[src/sv/cmc_pkg.sv]
`timescale 1ns / 1ps
`default_nettype none

package cmc_pkg;

    localparam int PIX_W  = 8;
    localparam int COEF_W = 10;
    localparam int FRAC_W = 8;
    localparam int NUM_CH = 3;
    localparam int REG_W  = NUM_CH * COEF_W;
    localparam int IDX_W  = 2;
    localparam int PROD_W = COEF_W + PIX_W + 1;
    // three products plus the shifted bias, all in units of 2^-8
    localparam int SUM_W  = PROD_W + 2;
    localparam int Q_W    = SUM_W - FRAC_W;
    localparam logic signed [SUM_W-1:0] ROUND_HALF = SUM_W'(1 << (FRAC_W - 1));

    typedef enum logic [IDX_W-1:0] {
        REG_ROW_ONE,
        REG_ROW_TWO,
        REG_ROW_THREE,
        REG_BIAS
    } t_reg_idx;

    typedef struct packed {
        logic [REG_W-1:0] row_one;
        logic [REG_W-1:0] row_two;
        logic [REG_W-1:0] row_three;
        logic [REG_W-1:0] bias;
    } t_cfg;

    typedef logic signed [COEF_W-1:0] t_coef;
    typedef logic [PIX_W-1:0]         t_pix;

    // field k of a packed register, as a signed 10-bit value (Q2.8 for coefficients)
    function automatic t_coef coef_field(input logic [REG_W-1:0] r, input int k);
        logic [REG_W-1:0] s;
        s = r >> (COEF_W * k);
        return t_coef'(s[COEF_W-1:0]);
    endfunction

endpackage

`default_nettype wire

[src/sv/cmc_cfg_regs.sv]
`timescale 1ns / 1ps
`default_nettype none

module cmc_cfg_regs (
    input  wire logic                    i_clk,
    input  wire logic                    i_rst_n,
    input  wire logic                    i_cfg_we,
    input  wire cmc_pkg::t_reg_idx       i_cfg_idx,
    input  wire logic [cmc_pkg::REG_W-1:0] i_cfg_wdata,
    output cmc_pkg::t_cfg                o_cfg
);
    import cmc_pkg::*;

    t_cfg r_cfg;
    t_cfg n_cfg;

    always_comb begin
        n_cfg = r_cfg;
        if (i_cfg_we) begin
            unique case (i_cfg_idx)
                REG_ROW_ONE:   n_cfg.row_one   = i_cfg_wdata;
                REG_ROW_TWO:   n_cfg.row_two   = i_cfg_wdata;
                REG_ROW_THREE: n_cfg.row_three = i_cfg_wdata;
                REG_BIAS:      n_cfg.bias      = i_cfg_wdata;
                default:       n_cfg           = r_cfg;
            endcase
        end
    end

    always_ff @(posedge i_clk) begin
        if (!i_rst_n) begin
            r_cfg <= '0;
        end else begin
            r_cfg <= n_cfg;
        end
    end

    assign o_cfg = r_cfg;

    a_row_one_written: assert property (@(posedge i_clk) disable iff (!i_rst_n)
        $past(i_rst_n) && $past(i_cfg_we) && $past(i_cfg_idx) == REG_ROW_ONE
        |-> r_cfg.row_one == $past(i_cfg_wdata))
        else $error("row one register missed a write");

    a_bias_written: assert property (@(posedge i_clk) disable iff (!i_rst_n)
        $past(i_rst_n) && $past(i_cfg_we) && $past(i_cfg_idx) == REG_BIAS
        |-> r_cfg.bias == $past(i_cfg_wdata) && $stable(r_cfg.row_one))
        else $error("bias write went astray");

    a_no_write_holds: assert property (@(posedge i_clk) disable iff (!i_rst_n)
        $past(i_rst_n) && !$past(i_cfg_we) |-> $stable(r_cfg))
        else $error("configuration changed without a write");

endmodule

`default_nettype wire

[src/sv/cmc_channel.sv]
`timescale 1ns / 1ps
`default_nettype none

module cmc_channel (
    input  wire logic [cmc_pkg::REG_W-1:0] i_row,
    input  wire cmc_pkg::t_coef            i_bias,
    input  wire cmc_pkg::t_pix             i_a,
    input  wire cmc_pkg::t_pix             i_b,
    input  wire cmc_pkg::t_pix             i_c,
    output cmc_pkg::t_pix                  o_pix
);
    import cmc_pkg::*;

    logic signed [PIX_W:0]    x    [NUM_CH];
    logic signed [PROD_W-1:0] prod [NUM_CH];
    logic signed [SUM_W-1:0]  sum;
    logic signed [SUM_W-1:0]  rnd;
    logic signed [Q_W-1:0]    q;

    always_comb begin
        x[0] = signed'({1'b0, i_a});
        x[1] = signed'({1'b0, i_b});
        x[2] = signed'({1'b0, i_c});
        for (int k = 0; k < NUM_CH; k++) begin
            prod[k] = PROD_W'(coef_field(i_row, k)) * PROD_W'(x[k]);
        end
        sum = SUM_W'(signed'({i_bias, FRAC_W'(0)}));
        for (int k = 0; k < NUM_CH; k++) begin
            sum = sum + SUM_W'(prod[k]);
        end
        // round half up, then floor by dropping the fraction bits
        rnd = sum + ROUND_HALF;
        q   = rnd[SUM_W-1:FRAC_W];
        if (q[Q_W-1]) begin
            o_pix = '0;
        end else if (|q[Q_W-2:PIX_W]) begin
            o_pix = '1;
        end else begin
            o_pix = q[PIX_W-1:0];
        end
    end

endmodule

`default_nettype wire

[src/sv/color_matrix_convert.sv]
`timescale 1ns / 1ps
`default_nettype none

// Colour matrix converter: out_r = sat(round(sum_k c_rk * x_k + bias_r)), three
// output channels, coefficients signed Q2.8, biases signed 10-bit integers, pixels unsigned 8-bit.
//
// Pixel input: i_valid / o_ready with the three components and the frame-start
// and line-end flags. Pixel output: o_valid / i_ready, same shape; the flags
// travel with their pixel unchanged.
// Configuration: i_cfg_we writes i_cfg_wdata into register i_cfg_idx (row one,
// row two, row three, bias) at the clock edge. Write only with no pixel in flight.
//
// An accepted input beat reaches o_valid through one input register, then the
// products, sum, rounding and clamp, then the output register. One pixel a
// cycle is sustained while i_ready stays high; the path between the two registers
// is three 10x9 multiplies and a four-input add per channel.
// Reset (synchronous, active low) empties both stages and clears every
// configuration register to zero. If the receiver stalls, the output beat holds,
// the input register takes one more pixel and o_ready then drops until
// the output moves on.
module color_matrix_convert (
    input  wire logic                      i_clk,
    input  wire logic                      i_rst_n,
    input  wire logic                      i_cfg_we,
    input  wire cmc_pkg::t_reg_idx         i_cfg_idx,
    input  wire logic [cmc_pkg::REG_W-1:0] i_cfg_wdata,
    input  wire logic                      i_valid,
    output logic                           o_ready,
    input  wire cmc_pkg::t_pix             i_chan_a_in,
    input  wire cmc_pkg::t_pix             i_chan_b_in,
    input  wire cmc_pkg::t_pix             i_chan_c_in,
    input  wire logic                      i_frame_start_in,
    input  wire logic                      i_line_end_in,
    output logic                           o_valid,
    input  wire logic                      i_ready,
    output cmc_pkg::t_pix                  o_chan_a_out,
    output cmc_pkg::t_pix                  o_chan_b_out,
    output cmc_pkg::t_pix                  o_chan_c_out,
    output logic                           o_frame_start_out,
    output logic                           o_line_end_out
);
    import cmc_pkg::*;

    t_cfg cfg;

    logic r_s1_valid;
    t_pix r_s1_a, r_s1_b, r_s1_c;
    logic r_s1_fs, r_s1_le;

    logic r_out_valid;
    t_pix r_out_a, r_out_b, r_out_c;
    logic r_out_fs, r_out_le;

    t_pix conv_a, conv_b, conv_c;
    logic in_take;
    logic s2_load;

    cmc_cfg_regs u_cfg (
        .i_clk       (i_clk),
        .i_rst_n     (i_rst_n),
        .i_cfg_we    (i_cfg_we),
        .i_cfg_idx   (i_cfg_idx),
        .i_cfg_wdata (i_cfg_wdata),
        .o_cfg       (cfg)
    );

    cmc_channel u_ch_a (
        .i_row  (cfg.row_one),
        .i_bias (coef_field(cfg.bias, 0)),
        .i_a    (r_s1_a),
        .i_b    (r_s1_b),
        .i_c    (r_s1_c),
        .o_pix  (conv_a)
    );

    cmc_channel u_ch_b (
        .i_row  (cfg.row_two),
        .i_bias (coef_field(cfg.bias, 1)),
        .i_a    (r_s1_a),
        .i_b    (r_s1_b),
        .i_c    (r_s1_c),
        .o_pix  (conv_b)
    );

    cmc_channel u_ch_c (
        .i_row  (cfg.row_three),
        .i_bias (coef_field(cfg.bias, 2)),
        .i_a    (r_s1_a),
        .i_b    (r_s1_b),
        .i_c    (r_s1_c),
        .o_pix  (conv_c)
    );

    assign s2_load = r_s1_valid && (!r_out_valid || i_ready);
    assign o_ready = !r_s1_valid || s2_load;
    assign in_take = i_valid && o_ready;

    always_ff @(posedge i_clk) begin
        if (!i_rst_n) begin
            r_s1_valid  <= 1'b0;
            r_out_valid <= 1'b0;
        end else begin
            if (o_ready) begin
                r_s1_valid <= i_valid;
            end
            if (!r_out_valid || i_ready) begin
                r_out_valid <= r_s1_valid;
            end
        end
        if (in_take) begin
            r_s1_a  <= i_chan_a_in;
            r_s1_b  <= i_chan_b_in;
            r_s1_c  <= i_chan_c_in;
            r_s1_fs <= i_frame_start_in;
            r_s1_le <= i_line_end_in;
        end
        if (s2_load) begin
            r_out_a  <= conv_a;
            r_out_b  <= conv_b;
            r_out_c  <= conv_c;
            r_out_fs <= r_s1_fs;
            r_out_le <= r_s1_le;
        end
    end

    assign o_valid           = r_out_valid;
    assign o_chan_a_out      = r_out_a;
    assign o_chan_b_out      = r_out_b;
    assign o_chan_c_out      = r_out_c;
    assign o_frame_start_out = r_out_fs;
    assign o_line_end_out    = r_out_le;

    a_empty_out_ready: assert property (@(posedge i_clk) disable iff (!i_rst_n)
        !r_out_valid |-> o_ready)
        else $error("input stalled with the output register empty");

    a_stage_moves: assert property (@(posedge i_clk) disable iff (!i_rst_n)
        r_s1_valid && !r_out_valid |=> r_out_valid)
        else $error("beat lost between input and output registers");

    a_stage_holds: assert property (@(posedge i_clk) disable iff (!i_rst_n)
        r_s1_valid && !s2_load |=> r_s1_valid && $stable(r_s1_a) && $stable(r_s1_le))
        else $error("input register dropped a waiting beat");

endmodule

`default_nettype wire

[config.mk]
export PLATFORM = sky130hd
export DESIGN_NAME = color_matrix_convert
export DESIGN_NICKNAME = d
export VERILOG_FILES = /design/src/sv/cmc_pkg.sv /design/src/sv/cmc_cfg_regs.sv /design/src/sv/cmc_channel.sv /design/src/sv/color_matrix_convert.sv
export SDC_FILE = /design/constraint.sdc
export NUM_CORES = 2
export LEC_CHECK = 0
export BUFFER_PORTS_ARGS = -buffer_cell sky130_fd_sc_hd__buf_4
export CORE_MARGIN = 4
export CORE_UTILIZATION = 37
export CTS_BUF_LIST = sky130_fd_sc_hd__clkbuf_8
export CTS_CLUSTER_DIAMETER = 50
export DETAILED_ROUTE_END_ITERATION = 16
export PLACE_DENSITY = 0.55
export SLEW_MARGIN = 20
export SYNTH_ARGS = -nofsm -noshare
export SYNTH_HDL_FRONTEND = slang
export SYNTH_SLANG_ARGS = --single-unit
[constraint.sdc]
create_clock -name i_clk -period 10.19 [get_ports i_clk]
set_input_delay 1.019 -clock i_clk [delete_from_list [all_inputs] [get_ports i_clk]]
set_output_delay 1.019 -clock i_clk [all_outputs]
set_load 0.02 [all_outputs]
# ---- Word-level counts from Yosys, hierarchy flattened
# Index checks and enable logic that the tools add are counted.
dict set report word_totals {
  regBits 174
  input_bits 63
  out_inout_bits 28
  word_cells 57
}
dict set report op_classes {
  n_addsub 12
  mul 9
  eq_ne 3
  n_mux 3
  n_reduce_logical 14
}
# cell count
set ops {}
lappend ops {{10-bit by 9-bit multiplier with 19-bit output} 9}
lappend ops {{20-bit by 19-bit adder with 21-bit output} 3}
lappend ops {{21-bit by 19-bit adder with 21-bit output} 3}
lappend ops {{21-bit by 9-bit adder with 21-bit output (second input constant)} 3}
lappend ops {{18-bit by 19-bit adder with 20-bit output} 3}
lappend ops {{8-bit two-way mux} 3}
lappend ops {{4-bit OR reduction} 3}
lappend ops {{2-bit AND reduction} 4}
lappend ops {{2-bit equality test (second input constant)} 2}
lappend ops {{2-bit by 1-bit equality test with 1-bit output (second input constant)} 1}
lappend ops {{1-bit logical AND} 2}
lappend ops {{1-bit logical NOT} 2}
lappend ops {{2-bit logical NOT} 1}
lappend ops {{1-bit logical OR} 2}

# ---- Longest topological paths before layout
dict set report logic_depth {
  depth_word 7
  mapped_depth 26
  ltp_nobuf 24
}

# ---- Cells and area by module
# A second synthesis with hierarchy kept.
dict set report hier_totals {
  cells_unflattened 3801
  hier_area_um2 36895.4
}
# module instances cells_per_inst area_per_inst_um2 seq_area_each_um2
set by_module_without_submodules {}
lappend by_module_without_submodules {{cmc_channel (u_ch_a)} 1 1117 10410.0 0.0}
lappend by_module_without_submodules {{cmc_channel (u_ch_c)} 1 1112 10286.1 0.0}
lappend by_module_without_submodules {{cmc_channel (u_ch_b)} 1 1088 10188.5 0.0}
lappend by_module_without_submodules {cmc_cfg_regs 1 423 4345.4 2402.3}
lappend by_module_without_submodules {color_matrix_convert 1 61 1665.3 1601.5}

# ---- Worst setup path after synthesis
# Ideal clock, no wire load.
dict set report synth_path {
  path_type {register to register}
  from {reg r_s1_c[0]}
  to {reg r_out_c[7], in the netlist o_chan_c_out[7] (data pin)}
  setup_time_ns 0.264
  arrival_ns 6.670
  required_time_ns 9.926
  path_slack_ns 3.256
  stages_incl_launch_ff 26
  n_path_buf 3
  period_less_slack_ns 6.934
  path_cell_list {edfxtp_1 > clkbuf_1 > clkbuf_1 > nand2_1 > inv_1 > fa_1 > fa_1 > fa_1 > inv_1 > fa_1 > inv_1 > fa_1 > fa_1 > inv_1 > fa_1 > inv_1 > ha_1 > clkbuf_1 > a21oi_1 > o21ai_0 > a221oi_1 > and3_1 > a31o_1 > a21oi_1 > a31o_2 > o41a_1}
}
dict set report synth_between {
  elab_chain_len 5
}
# element line_no
set synth_rtl {}
lappend synth_rtl {{start: declaration} color_matrix_convert.sv:47} ;# t_pix r_s1_a, r_s1_b, r_s1_c;
lappend synth_rtl {{start signal: assignment} color_matrix_convert.sv:113} ;# r_s1_c <= i_chan_c_in;
lappend synth_rtl {{10-bit by 9-bit multiplier with 19-bit output (*)} cmc_channel.sv:25} ;# prod[k] = PROD_W'(coef_field(i_row, k)) * PROD_W'(x[k]);
lappend synth_rtl {{21-bit by 19-bit adder with 21-bit output (*)} cmc_channel.sv:29} ;# sum = sum + SUM_W'(prod[k]);
lappend synth_rtl {{21-bit by 9-bit adder with 21-bit output (*)} cmc_channel.sv:32} ;# rnd = sum + ROUND_HALF;
lappend synth_rtl {{4-bit OR reduction} cmc_channel.sv:36} ;# end else if (|q[Q_W-2:PIX_W]) begin
lappend synth_rtl {{8-bit two-way mux} cmc_channel.sv:36}
lappend synth_rtl {{end signal: assignment} color_matrix_convert.sv:120} ;# r_out_c <= conv_c;
lappend synth_rtl {{end: declaration} color_matrix_convert.sv:51} ;# t_pix r_out_a, r_out_b, r_out_c;
# Mark *: on every way between the ends. The rest lies on a longest branch, timed or not.
# A chain may end at the register's enable or synchronous reset.

# ---- Worst setup path after layout
dict set report layout_path {
  from {reg r_s1_a[2]}
  to {reg r_out_a[0], in the netlist o_chan_a_out[0] (data pin)}
}
dict set report layout_between {
  elab_chain_len 7
}
# element line_no
set layout_rtl {}
lappend layout_rtl {{start: declaration} color_matrix_convert.sv:47}
lappend layout_rtl {{start signal: assignment} color_matrix_convert.sv:111} ;# r_s1_a <= i_chan_a_in;
lappend layout_rtl {{10-bit by 9-bit multiplier with 19-bit output (*)} cmc_channel.sv:25}
lappend layout_rtl {{18-bit by 19-bit adder with 20-bit output (*)} cmc_channel.sv:29}
lappend layout_rtl {{20-bit by 19-bit adder with 21-bit output (*)} cmc_channel.sv:29}
lappend layout_rtl {{21-bit by 19-bit adder with 21-bit output (*)} cmc_channel.sv:29}
lappend layout_rtl {{21-bit by 9-bit adder with 21-bit output (*)} cmc_channel.sv:32}
lappend layout_rtl {{4-bit OR reduction} cmc_channel.sv:36}
lappend layout_rtl {{8-bit two-way mux} cmc_channel.sv:36}
lappend layout_rtl {{end signal: assignment} color_matrix_convert.sv:118} ;# r_out_a <= conv_a;
lappend layout_rtl {{end: declaration} color_matrix_convert.sv:51}
# Marked as above.

==> flow_summary.json <==
{
  "final_area_um2": 39200,
  "cp.depth": 22,
  "maxSlewHeadroom_pct": 27.4,
  "ff2ff_path_depth": 22,
  "grt_pass1_wl_um": 159000,
  "grt_overflow": 0,
  "crit_end": "o_chan_a_out[0]",
  "postCtsSetupBuffers": 0,
  "drtIter0Drc": 1246,
  "via_per_inst": 4.73,
  "grt_usage_pct": 20.1,
  "synth_area_leaders": "fa_1 46%, inv_1 11%, ha_1 9.9%",
  "gp_congestion": 0.847,
  "fin_crit_sh_pct": 75.8,
  "final_common_cell": "inv_1",
  "tightest_slew_ns": 1.09,
  "synth_area_um2": 36800,
  "cpMostUsedCell": "fa_1",
  "syn_to_final_growth_pct": 6.66,
  "port_buffers": 90,
  "multiInputGateArea_um2": 28100,
  "syn_area_per_cell_um2": 9.34,
  "synth_top_cell_area_share_pct": 45.7,
  "synth_top_area_cell": "fa_1",
  "slowest_delay_ns": 1.08,
  "slowest_stage": "edfxtp_1",
  "via_count": 24700,
  "hp-start": "r_s1_le",
  "row_count": 115,
  "slew_viol_final": 0,
  "initial_core_util_pct": 37.3,
  "final_nets": 5120,
  "finalHoldViolations": 0,
  "post-route-util_pct": 39.8,
  "clock_latency_ns": 0.61,
  "cp_top_family": "adder cells",
  "clkSinkCount": 174,
  "period_minus_slack_ns": 7.72,
  "postPlaceCellArea_um2": 38700,
  "syn-num-nets": 5131,
  "mostFrequentLayoutCells": "1103 x inv_1, 840 x fa_1, 547 x nand2_1",
  "leakagePower_nw": 20.2,
  "grt_max_degree": 73,
  "max_freq_ghz": 0.129,
  "crit_path_end_kind": "flop",
  "cts.path.max_buffers": 2,
  "drtPass1Iterations": 5,
  "synth_enable_flop_cells": 52,
  "min_path_type": "reg2reg",
  "startpoint_type": "flop",
  "h-tree-depth": 4,
  "finalClockSkew_ns": 0.0314,
  "synth_seq_area_share_pct": 10.9,
  "antenna_found_initial": 7,
  "rsz0062_at_grt": "false",
  "syn_inst": 3937,
  "critPathMaxFanout": 21,
  "setup_viol": 0,
  "cts_resized": 0,
  "path_clk_slew_ns": 0.12,
  "p_per_area_nw_per_um2": 95.6,
  "yosys_warnings": 0,
  "peakVddDrop_mv": 0.0934,
  "io_pins": 91,
  "r2r_start": "r_s1_a[2]",
  "place_hpwl_um": 79300,
  "cts_hold_buf": 0,
  "critPathRequiredTime_ns": 10.65,
  "whs_ns": 0.439,
  "grt_pass1_vias": 27300,
  "regToRegSetupSlack_ns": 2.47,
  "cp.arrival_ns": 8.18,
  "drv_cap": 0,
  "die-area_um2": 105000,
  "outcome": "finished clean",
  "layout-drive-gt1-share_pct": 4.57,
  "register_area_um2": 4000,
  "core_um2": 98600,
  "critical_path_class": "reg2reg",
  "numCtsBuffers": 17,
  "root_buffer": "clkbuf_8",
  "die_h_um": 323,
  "fill_cells": 9848,
  "yosysUniqueCellTypes": 64,
  "path_buf_inv": 6,
  "wl_um": 97900,
  "die_width_um": 323,
  "crit_start": "r_s1_a[2]",
  "cts_tree": "built",
  "tns_ns": 0,
  "drc": 0,
  "ys_ff_latch": 174,
  "synth-main-ff-cell": "dfxtp_1",
  "wl_per_cell_um": 18.7,
  "finalPower_w": 0.00375,
  "reg2reg_to": "o_chan_a_out[0]",
  "crit_chain": "buf_4 > nand2_1 > fa_1 > inv_1 > fa_1 > inv_1 > fa_1 > inv_1 > fa_1 > fa_1 > fa_1 > inv_1 > fa_1 > inv_1 > ha_1 > a21oi_1 > o211ai_1 > and2_1 > a41oi_1 > o21ai_1 > a311oi_2 > o21a_1",
  "ant_nets": 0,
  "async_flop_share_pct": 0
}
## Yosys cell counts, types with 5 or more instances
cell         n
and3_1       7
a21boi_0   120
nand2_1    547
o21ai_1      5
and2_1     432
a21o_1      19
edfxtp_1    52
clkbuf_1   155
nor3_1       9
o21a_1      22
a31oi_1     13
a211oi_1     5
inv_1     1103
ha_1       291
nor2b_1      6
nor2_1      16
nand2b_1     6
fa_1       840
a21oi_1     33
xnor2_1     35
dfxtp_1    122
xor2_1      13
o21ai_0     18
## final cells by class
| cell class | instances | share of cell area (%) |
|---|---|---|
| Timing Repair Buffer | 125 | 2.48 |
| Sequential cell | 174 | 10.2 |
| Multi-Input combinational cell | 2505 | 71.6 |
| Inverter | 1103 | 10.6 |
| Clock inverter | 15 | 0.482 |
| Tap cell | 1287 | 4.10 |
| Clock buffer | 17 | 0.596 |
| Antenna cell | 3 | 0.0191 |
## report_power, final
| part | leakage [nW] | internal (W) | switching (W) | total [W] |
|---|---|---|---|---|
| Combinational | 18.5 | 0.000941 | 0.00134 | 0.00228 |
| Sequential | 1.49 | 0.000827 | 0.0000692 | 0.000896 |
| Clock | 0.203 | 0.000190 | 0.000388 | 0.000577 |
## flip-flops by register name, indices dropped and copies added (netlist names)
| register | flops |
|---|---|
| o_chan_c_out | 8 |
| u_cfg.o_cfg | 120 |
| r_s1_b | 8 |
| o_valid | 1 |
| r_s1_a | 8 |
| r_s1_c | 8 |
| o_frame_start_out | 1 |
| r_s1_fs | 1 |
| o_chan_b_out | 8 |
| o_chan_a_out | 8 |
| o_line_end_out | 1 |
| r_s1_le | 1 |
| r_s1_valid | 1 |
## logic make-up (layout without fill, tap and decap cells)
kind of cell             Yosys count  in the layout  synth area share [%]
XOR/XNOR                          49             49                  1.19
AO/OA/AOI/OAI                    271            271                  5.32
flip-flops                       174            174                  10.9
buffers and inverters           1258           1260                  12.8
other                              0              3                     0
AND/OR/NAND/NOR                 1054           1054                  14.2
adder cells (fa/ha/maj)         1131           1131                  55.6
## metrics by stage
stage / instances / worst slack [ns]
floorplan: 3937 / 3.26
global placement: 5191 / 2.47
detailed placement: 5191 / 2.39
CTS: 5223 / 2.37
global route: 5228 / 2.06
finish: 5229 / 2.47
## metal layers
layer	global-route usage (%)	wire, um	part of all wire (%)	vias to the layer above
met5	0	54	0.055	-
met4	5.80	2560	2.6	8
met3	2.79	4630	4.7	116
met2	34.1	47600	49	486
met1	27.1	43100	44	12800
li1	-	-	-	11300
## worst min-delay path by stage
| stage | slack, ns | cells past startpoint | end |
|---|---|---|---|
| 2_1_floorplan | 0.40 | 0 | o_frame_start_out |
| 3_3_place_gp | 0.40 | 0 | o_line_end_out |
| 3_5_place_dp | 0.41 | 0 | o_line_end_out |
| 4_1_cts | 0.44 | 0 | o_line_end_out |
| 5_1_grt | 0.45 | 0 | o_line_end_out |
| 6_report | 0.44 | 0 | o_line_end_out |
No activity file was read; power rests on OpenSTA's default activity.
